===== src/rtl/s20_pkg.sv =====
package s20_pkg;

	localparam int WORD_W    = 32;
	localparam int NUM_WORDS = 16;
	localparam int BYTE_W    = 8;
	localparam int POS_W     = 7;
	localparam int CFG_IDX_W = 3;
	localparam int CFG_W     = 64;

	typedef logic [WORD_W-1:0] word_t;
	typedef word_t [NUM_WORDS-1:0] block_t;

	// configuration register indexes
	typedef enum logic [CFG_IDX_W-1:0] {
		CFG_KEY0  = 3'd0,
		CFG_KEY1  = 3'd1,
		CFG_KEY2  = 3'd2,
		CFG_KEY3  = 3'd3,
		CFG_NONCE = 3'd4
	} cfg_idx_t;

	typedef enum logic [1:0] {
		ST_IDLE,
		ST_ROUND,
		ST_ADD,
		ST_EMIT
	} state_t;

	// controller to datapath commands
	typedef struct packed {
		logic restart;
		logic load_init;
		logic round_step;
		logic row_round;
		logic second_half;
		logic feed_fwd;
		logic emit_direct;
		logic emit_held;
	} dp_cmd_t;

	// datapath to controller status
	typedef struct packed {
		logic need_block;
		logic out_free;
	} dp_stat_t;

	// "expand 32-byte k"
	localparam word_t SIGMA [4] = '{32'h61707865, 32'h3320646e, 32'h79622d32, 32'h6b206574};

	// quarter-round word indexes a, b, c, d
	localparam logic [3:0] COL_IDX [4][4] = '{
		'{4'd0,  4'd4,  4'd8,  4'd12},
		'{4'd5,  4'd9,  4'd13, 4'd1},
		'{4'd10, 4'd14, 4'd2,  4'd6},
		'{4'd15, 4'd3,  4'd7,  4'd11}
	};
	localparam logic [3:0] ROW_IDX [4][4] = '{
		'{4'd0,  4'd1,  4'd2,  4'd3},
		'{4'd5,  4'd6,  4'd7,  4'd4},
		'{4'd10, 4'd11, 4'd8,  4'd9},
		'{4'd15, 4'd12, 4'd13, 4'd14}
	};

	function automatic word_t rotl(word_t v, int unsigned s);
		return (v << s) | (v >> (WORD_W - s));
	endfunction

endpackage


===== src/rtl/salsa20_stream_cipher_top.sv =====
// Salsa20 stream cipher, one byte per word. Load the key and nonce through the
// write port while idle; a nonce write also restarts the block counter. Each
// data word (tuser low) leaves XORed with the next keystream byte, with tlast
// passed through; a word with tlast set ends the message and drops the rest of
// the current keystream block. A word with tuser high restarts the block
// counter at zero and gives no output. A byte from a block already held is
// registered at the output in the next cycle, so such bytes stream at one
// per clock while the output is not stalled. The first byte of a message and
// every 64th byte after it start a new block: initial load, half-round steps
// of two add-rotate-xor steps of each quarter round, feed-forward add, output.
module salsa20_stream_cipher_top #(
	parameter int ROUNDS = 20
) (
	input  logic                              clk,
	input  logic                              arst_n,
	input  logic                              s_axis_tvalid,
	output logic                              s_axis_tready,
	input  logic [s20_pkg::BYTE_W-1:0]        s_axis_tdata,  // data_in[7:0]
	input  logic                              s_axis_tlast,
	input  logic                              s_axis_tuser,  // op
	output logic                              m_axis_tvalid,
	input  logic                              m_axis_tready,
	output logic [s20_pkg::BYTE_W-1:0]        m_axis_tdata,  // data_out[7:0]
	output logic                              m_axis_tlast,
	input  logic                              cfg_we,
	input  logic [s20_pkg::CFG_IDX_W-1:0]     cfg_index,
	input  logic [s20_pkg::CFG_W-1:0]         cfg_wdata
);
	import s20_pkg::*;

	dp_cmd_t  cmd;
	dp_stat_t stat;

	s20_ctrl #(
		.ROUNDS(ROUNDS)
	) u_ctrl (
		.clk      (clk),
		.arst_n   (arst_n),
		.s_tvalid (s_axis_tvalid),
		.s_tuser  (s_axis_tuser),
		.s_tready (s_axis_tready),
		.stat     (stat),
		.cmd      (cmd)
	);

	s20_dp u_dp (
		.clk       (clk),
		.arst_n    (arst_n),
		.cmd       (cmd),
		.stat      (stat),
		.s_tdata   (s_axis_tdata),
		.s_tlast   (s_axis_tlast),
		.cfg_we    (cfg_we),
		.cfg_index (cfg_index),
		.cfg_wdata (cfg_wdata),
		.m_tvalid  (m_axis_tvalid),
		.m_tready  (m_axis_tready),
		.m_tdata   (m_axis_tdata),
		.m_tlast   (m_axis_tlast)
	);

endmodule


===== src/rtl/s20_ctrl.sv =====
module s20_ctrl #(
	parameter int ROUNDS = 20
) (
	input  logic             clk,
	input  logic             arst_n,
	input  logic             s_tvalid,
	input  logic             s_tuser,
	output logic             s_tready,
	input  s20_pkg::dp_stat_t stat,
	output s20_pkg::dp_cmd_t  cmd
);
	import s20_pkg::*;

	localparam int STEP_W = $clog2(2 * ROUNDS);
	localparam logic [STEP_W-1:0] LAST_STEP = STEP_W'(2 * ROUNDS - 1);

	state_t state_q, state_d;
	logic [STEP_W-1:0] step_q;
	logic accept;

	assign accept = s_tvalid && s_tready;

	// state register
	always_ff @(posedge clk or negedge arst_n) begin
		if (!arst_n) begin
			state_q <= ST_IDLE;
		end else begin
			state_q <= state_d;
		end
	end

	// half-round step counter
	always_ff @(posedge clk or negedge arst_n) begin
		if (!arst_n) begin
			step_q <= '0;
		end else if (cmd.load_init) begin
			step_q <= '0;
		end else if (cmd.round_step) begin
			step_q <= step_q + 1'b1;
		end
	end

	// next state
	always_comb begin
		state_d = state_q;
		unique case (state_q)
			ST_IDLE: begin
				if (accept && !s_tuser && stat.need_block) state_d = ST_ROUND;
			end
			ST_ROUND: begin
				if (step_q == LAST_STEP) state_d = ST_ADD;
			end
			ST_ADD: begin
				state_d = ST_EMIT;
			end
			ST_EMIT: begin
				if (stat.out_free) state_d = ST_IDLE;
			end
			default: state_d = ST_IDLE;
		endcase
	end

	// outputs
	always_comb begin
		cmd             = '0;
		s_tready        = 1'b0;
		cmd.row_round   = step_q[1];
		cmd.second_half = step_q[0];
		unique case (state_q)
			ST_IDLE: begin
				s_tready = stat.out_free;
				if (accept) begin
					if (s_tuser) begin
						cmd.restart = 1'b1;
					end else if (stat.need_block) begin
						cmd.load_init = 1'b1;
					end else begin
						cmd.emit_direct = 1'b1;
					end
				end
			end
			ST_ROUND: cmd.round_step = 1'b1;
			ST_ADD:   cmd.feed_fwd = 1'b1;
			ST_EMIT:  cmd.emit_held = stat.out_free;
			default: ;
		endcase
	end

	ready_only_idle: assert property (@(posedge clk) disable iff (!arst_n)
		state_q != ST_IDLE |-> !s_tready)
		else $error("input ready while a block is being made");

	rounds_then_add: assert property (@(posedge clk) disable iff (!arst_n)
		(state_q == ST_ROUND && step_q == LAST_STEP) |=> state_q == ST_ADD)
		else $error("round sequence did not end in feed-forward");

	add_then_emit: assert property (@(posedge clk) disable iff (!arst_n)
		cmd.feed_fwd |=> state_q == ST_EMIT)
		else $error("feed-forward not followed by emit");

endmodule


===== src/rtl/s20_dp.sv =====
module s20_dp (
	input  logic                              clk,
	input  logic                              arst_n,
	input  s20_pkg::dp_cmd_t                  cmd,
	output s20_pkg::dp_stat_t                 stat,
	input  logic [s20_pkg::BYTE_W-1:0]        s_tdata,
	input  logic                              s_tlast,
	input  logic                              cfg_we,
	input  logic [s20_pkg::CFG_IDX_W-1:0]     cfg_index,
	input  logic [s20_pkg::CFG_W-1:0]         cfg_wdata,
	output logic                              m_tvalid,
	input  logic                              m_tready,
	output logic [s20_pkg::BYTE_W-1:0]        m_tdata,
	output logic                              m_tlast
);
	import s20_pkg::*;

	localparam logic [POS_W-1:0] POS_NONE = POS_W'(64);

	logic [CFG_W-1:0]  key_q [4];
	logic [CFG_W-1:0]  nonce_q;
	logic [CFG_W-1:0]  ctr_q;
	block_t            x_q;
	logic [POS_W-1:0]  pos_q;
	logic [BYTE_W-1:0] hold_data_q;
	logic              hold_last_q;
	logic              out_valid_q;
	logic [BYTE_W-1:0] out_data_q;
	logic              out_last_q;

	block_t            init_w;
	block_t            round_nxt;
	word_t             ks_word;
	logic [BYTE_W-1:0] ks_byte;
	logic              nonce_wr;

	assign nonce_wr = cfg_we && (cfg_index == CFG_NONCE);

	// configuration registers
	always_ff @(posedge clk or negedge arst_n) begin
		if (!arst_n) begin
			for (int i = 0; i < 4; i++) key_q[i] <= '0;
			nonce_q <= '0;
		end else if (cfg_we) begin
			unique case (cfg_idx_t'(cfg_index))
				CFG_KEY0:  key_q[0] <= cfg_wdata;
				CFG_KEY1:  key_q[1] <= cfg_wdata;
				CFG_KEY2:  key_q[2] <= cfg_wdata;
				CFG_KEY3:  key_q[3] <= cfg_wdata;
				CFG_NONCE: nonce_q <= cfg_wdata;
				default: ;
			endcase
		end
	end

	// block counter
	always_ff @(posedge clk or negedge arst_n) begin
		if (!arst_n) begin
			ctr_q <= '0;
		end else if (cmd.restart || nonce_wr) begin
			ctr_q <= '0;
		end else if (cmd.feed_fwd) begin
			ctr_q <= ctr_q + 1'b1;
		end
	end

	// initial block words
	always_comb begin
		init_w[0]  = SIGMA[0];
		init_w[1]  = key_q[0][31:0];
		init_w[2]  = key_q[0][63:32];
		init_w[3]  = key_q[1][31:0];
		init_w[4]  = key_q[1][63:32];
		init_w[5]  = SIGMA[1];
		init_w[6]  = nonce_q[31:0];
		init_w[7]  = nonce_q[63:32];
		init_w[8]  = ctr_q[31:0];
		init_w[9]  = ctr_q[63:32];
		init_w[10] = SIGMA[2];
		init_w[11] = key_q[2][31:0];
		init_w[12] = key_q[2][63:32];
		init_w[13] = key_q[3][31:0];
		init_w[14] = key_q[3][63:32];
		init_w[15] = SIGMA[3];
	end

	// half of a column or row round: four quarter rounds, two steps each
	always_comb begin
		logic [3:0] ia, ib, ic, id;
		word_t wa, wb, wc, wd, t0, t1;
		round_nxt = x_q;
		for (int j = 0; j < 4; j++) begin
			ia = cmd.row_round ? ROW_IDX[j][0] : COL_IDX[j][0];
			ib = cmd.row_round ? ROW_IDX[j][1] : COL_IDX[j][1];
			ic = cmd.row_round ? ROW_IDX[j][2] : COL_IDX[j][2];
			id = cmd.row_round ? ROW_IDX[j][3] : COL_IDX[j][3];
			wa = x_q[ia];
			wb = x_q[ib];
			wc = x_q[ic];
			wd = x_q[id];
			if (!cmd.second_half) begin
				t0 = wb ^ rotl(wa + wd, 7);
				t1 = wc ^ rotl(t0 + wa, 9);
				round_nxt[ib] = t0;
				round_nxt[ic] = t1;
			end else begin
				t0 = wd ^ rotl(wc + wb, 13);
				t1 = wa ^ rotl(t0 + wc, 18);
				round_nxt[id] = t0;
				round_nxt[ia] = t1;
			end
		end
	end

	// working words, then keystream after feed-forward
	always_ff @(posedge clk) begin
		if (cmd.load_init) begin
			x_q <= init_w;
		end else if (cmd.round_step) begin
			x_q <= round_nxt;
		end else if (cmd.feed_fwd) begin
			for (int i = 0; i < NUM_WORDS; i++) x_q[i] <= x_q[i] + init_w[i];
		end
	end

	// word held while the block is made
	always_ff @(posedge clk) begin
		if (cmd.load_init) begin
			hold_data_q <= s_tdata;
			hold_last_q <= s_tlast;
		end
	end

	// byte position within the block
	always_ff @(posedge clk or negedge arst_n) begin
		if (!arst_n) begin
			pos_q <= POS_NONE;
		end else if (cmd.feed_fwd) begin
			pos_q <= '0;
		end else if (cmd.emit_direct) begin
			pos_q <= s_tlast ? POS_NONE : pos_q + 1'b1;
		end else if (cmd.emit_held) begin
			pos_q <= hold_last_q ? POS_NONE : pos_q + 1'b1;
		end
	end

	// keystream byte select
	assign ks_word = x_q[pos_q[5:2]];
	assign ks_byte = ks_word[{pos_q[1:0], 3'b000} +: BYTE_W];

	// output register
	always_ff @(posedge clk or negedge arst_n) begin
		if (!arst_n) begin
			out_valid_q <= 1'b0;
		end else if (cmd.emit_direct || cmd.emit_held) begin
			out_valid_q <= 1'b1;
		end else if (m_tready) begin
			out_valid_q <= 1'b0;
		end
	end

	always_ff @(posedge clk) begin
		if (cmd.emit_direct) begin
			out_data_q <= s_tdata ^ ks_byte;
			out_last_q <= s_tlast;
		end else if (cmd.emit_held) begin
			out_data_q <= hold_data_q ^ ks_byte;
			out_last_q <= hold_last_q;
		end
	end

	assign m_tvalid        = out_valid_q;
	assign m_tdata         = out_data_q;
	assign m_tlast         = out_last_q;
	assign stat.need_block = pos_q[6];
	assign stat.out_free   = !out_valid_q || m_tready;

	pos_in_range: assert property (@(posedge clk) disable iff (!arst_n)
		pos_q <= POS_NONE)
		else $error("byte position beyond block");

	held_at_block_start: assert property (@(posedge clk) disable iff (!arst_n)
		cmd.emit_held |-> pos_q == '0)
		else $error("held word emitted away from block start");

	ctr_steps_once: assert property (@(posedge clk) disable iff (!arst_n)
		cmd.feed_fwd |=> ctr_q == $past(ctr_q) + 64'd1)
		else $error("block counter did not advance by one");

endmodule

===== config.mk =====
export PLATFORM = sky130hd
export DESIGN_NAME = salsa20_stream_cipher_top
export DESIGN_NICKNAME = d
export VERILOG_FILES = /design/src/rtl/s20_pkg.sv /design/src/rtl/salsa20_stream_cipher_top.sv /design/src/rtl/s20_ctrl.sv /design/src/rtl/s20_dp.sv
export SDC_FILE = /design/constraint.sdc
export NUM_CORES = 2
export LEC_CHECK = 0
export BUFFER_PORTS_ARGS = -buffer_cell sky130_fd_sc_hd__buf_2
export CAP_MARGIN = 20
export CORE_AREA = 2 2 601 603
export DETAILED_ROUTE_END_ITERATION = 10
export DIE_AREA = 0 0 603 605
export PLACE_DENSITY = 0.53
export SETUP_SLACK_MARGIN = 0.15
export SYNTH_ARGS = -nofsm -noshare
export SYNTH_HDL_FRONTEND = slang
export SYNTH_SLANG_ARGS = --single-unit

===== constraint.sdc =====
create_clock -name clk -period 12.3 [get_ports clk]
set_input_delay 1.23 -clock clk [delete_from_list [all_inputs] [get_ports clk]]
set_output_delay 1.23 -clock clk [all_outputs]
set_load 0.005 [all_outputs]

==> results.tsv <==
metric	value	unit
path_common_cell	a21oi_1	
clkTransAtPathRegs	60	ps
drive_gt1_share	15.08	%
io_buffer_count	92	
grt.overflow.total	0	
routed_wl	852700	µm
worstHoldPathType	in2async	
synth_top_area_share	11.27	%
first_pass_iters	7	
register_area	24660	µm²
maxSlewViolCount	0	
netlist_top_cells_count	a21oi_1, nor2_1, nand2_1, ha_1, o21ai_0	
yosysMostFrequentCell	a21oi_1	
place.gp.congestion	1.112	
synth_seq_area_share	23.00	%
num-fill-cells	37760	
ios	93	
post-dp-hpwl	693800	µm
critPathBufInv	1	
worst_pin_slew	1400	ps
rsz0062_at_grt	no	
synth_mux_area_share	11.92	%
numCtsBuffers	146	
synth_top_family_by_area	compound AO/OA/AOI/OAI gates	
ant_nets	0	
tritoncts	built	
synth_xor_area_share	12.09	%
die_h	605	µm
yosys_warnings	0	
slew_headroom	6.365	%
synth_fa_ha_area_share	10.85	%
cts.hold.buffers_added	0	
cts_root_buf	clkbuf_16	
crit_slowest_cell	o22ai_1	
critical_path_class	reg2reg	
synth_compound_area_share	24.59	%
end_kind	flop	
drt_iter0_markers	18560	
die_area	364800	µm²
startpoint_type	flop	
multiInputGateArea	79540	µm²
synthFlopType	edfxtp_1	
synth_async_sr_flop_share	43.01	%
clock_latency	990	ps
start_util	29.92	%
skew	98.09	ps
yosys-top-cells-area	edfxtp_1, ha_1, dfrtp_1, mux2_2, xnor2_1	
grt_pass1_wl	1081000	µm
ys_seq_elements	930	
required	13010	ps
period_needed	9871	ps
nets	13620	
max_stage_delay	960	ps
syn_inst	12410	
synth_top_area_cell	edfxtp_1	
syn-num-nets	13410	
syn_area	107100	µm²
cts.sinks	930	
critical-path-top-delay-family	compound AO/OA/AOI/OAI gates	
synth-edff-count	402	
first_global_vias	104400	
grt_usage	45.13	%
crit_fanout	42	
synth.avg_cell_area	8.631	µm²
fmax	101.3	MHz
antenna_found_initial	280	
post_drt_wl_per_cell	48.09	µm
syn_to_final_growth	13.76	%
cp.arrival	10580	ps
status	complete, no violations	
core	358100	µm²
setup_viol_count_final	0	
fin_setup_tns	0	ps
via_per_inst	6.579	
clockBufferDepth	4	
fin_crit_sh	80.25	%
vias	116700	
drc_errors	0	
hold_viol_final	0	
cap_violations	0	
grt_max_degree	122	
cts_resized	0	
rows	220	
die_x	603	µm
synth_cell_types	124	
post_cts_buffers	0	
yosys.area_share.simple	14.17	%
htreeDepth	4	
==> registers in the layout (all words and copies together) (netlist names) <==
name,flops
u_dp.nonce_q,64
u_dp.x_q,512
u_ctrl.step_q,6
u_ctrl.state_q,2
u_dp.ctr_q,64
u_dp.pos_q,7
u_dp.m_tvalid,1
u_dp.hold_data_q,8
u_dp.m_tlast,1
u_dp.hold_last_q,1
u_dp.m_tdata,8
u_dp.init_w,256
==> layout by cell type (no fill, tap or decap), types with 66 or more instances in the layout <==
cell and n:
buf_2 95, a211oi_1 151, a21oi_1 1140, ha_1 882
a221oi_1 66, a21o_1 462, nor2_1 941, buf_4 539
xor2_1 526, xnor2_1 706, o211ai_1 167, dfrtp_1 394
a22oi_1 67, o21bai_1 116, clkbuf_16 152, nor2b_1 105
o22ai_1 92, nand2_1 883, nand3_1 264, or3_1 103
inv_1 360, and2_1 111, and3_1 110, dfxtp_1 128
mux4_2 168, diode_2 209, mux2_2 630, a31oi_1 154
nand4_1 80, o21ai_0 832, o21a_1 138, edfxtp_1 402
nor3_1 226, mux2i_1 186, nand2b_1 136
==> metal layers <==
metal,vias up,wire (µm),part of all wire (%),track usage [%]
li1,47240,-,-,-
met1,58550,323200,38,54.93
met2,8638,343100,40,63.47
met3,2184,95900,11,13.58
met4,40,90210,11,41.52
met5,-,277,0.032,0.3789
==> through the flow <==
stage	hold WS [ps]	instance area [µm²]	setup slack, ps	cells	util, %
final	243.6	121900	2429	17730	34.03
after global routing	325.7	121400	2278	17560	33.91
after CTS	324.1	121200	2814	17510	33.85
after detailed placement	520.7	116400	2815	17250	32.49
after global placement	518.1	116200	2880	17230	32.46
after floorplan	476.4	107100	555.4	12410	-
==> final cells by class <==
cell class	instances	share of cell area (%)
well taps	4773	4.900
clock buffers	205	3.416
multi-input cells	10530	65.27
flip-flops and latches	930	20.24
inverters	364	1.144
repair buffers	655	4.029
diodes	209	0.4291
clock inverters	62	0.5780
==> path summary, 6_finish.rpt <==
kind | endpoint | slack, ps | cells past startpoint | startpoint
setup / recovery | u_dp.x_q[232]$_DFFE_PP_ | 2430 | 25 | u_ctrl.step_q[1]$_DFFE_PN0P_
max in group asynchronous | u_dp.init_w[437]$_DFFE_PN0P_ | 9450 | 4 | arst_n
setup reg to reg | u_dp.x_q[232]$_DFFE_PP_ | 2430 | 25 | u_ctrl.step_q[1]$_DFFE_PN0P_
min in group clk | u_dp.hold_data_q[4]$_DFFE_PP_ | 490 | 1 | s_axis_tdata[4]
hold reg to reg | u_dp.init_w[113]$_DFFE_PN0P_ | 540 | 1 | u_dp.init_w[113]$_DFFE_PN0P_
hold / removal | u_dp.ctr_q[53]$_DFFE_PN0P_ | 240 | 1 | arst_n
==> cell families after synthesis <==
logic type	count (synthesis)
AOI/OAI and AO/OA	4061
and+or+nand+nor	3222
xor gates and xnor gates	1351
muxes	987
buffers and inverters	950
DFF	930
adders and majority gates	912
Power is left out: the tool's default activity adds up to more than one toggle a clock period on the data nets, which glitch-free logic cannot reach.
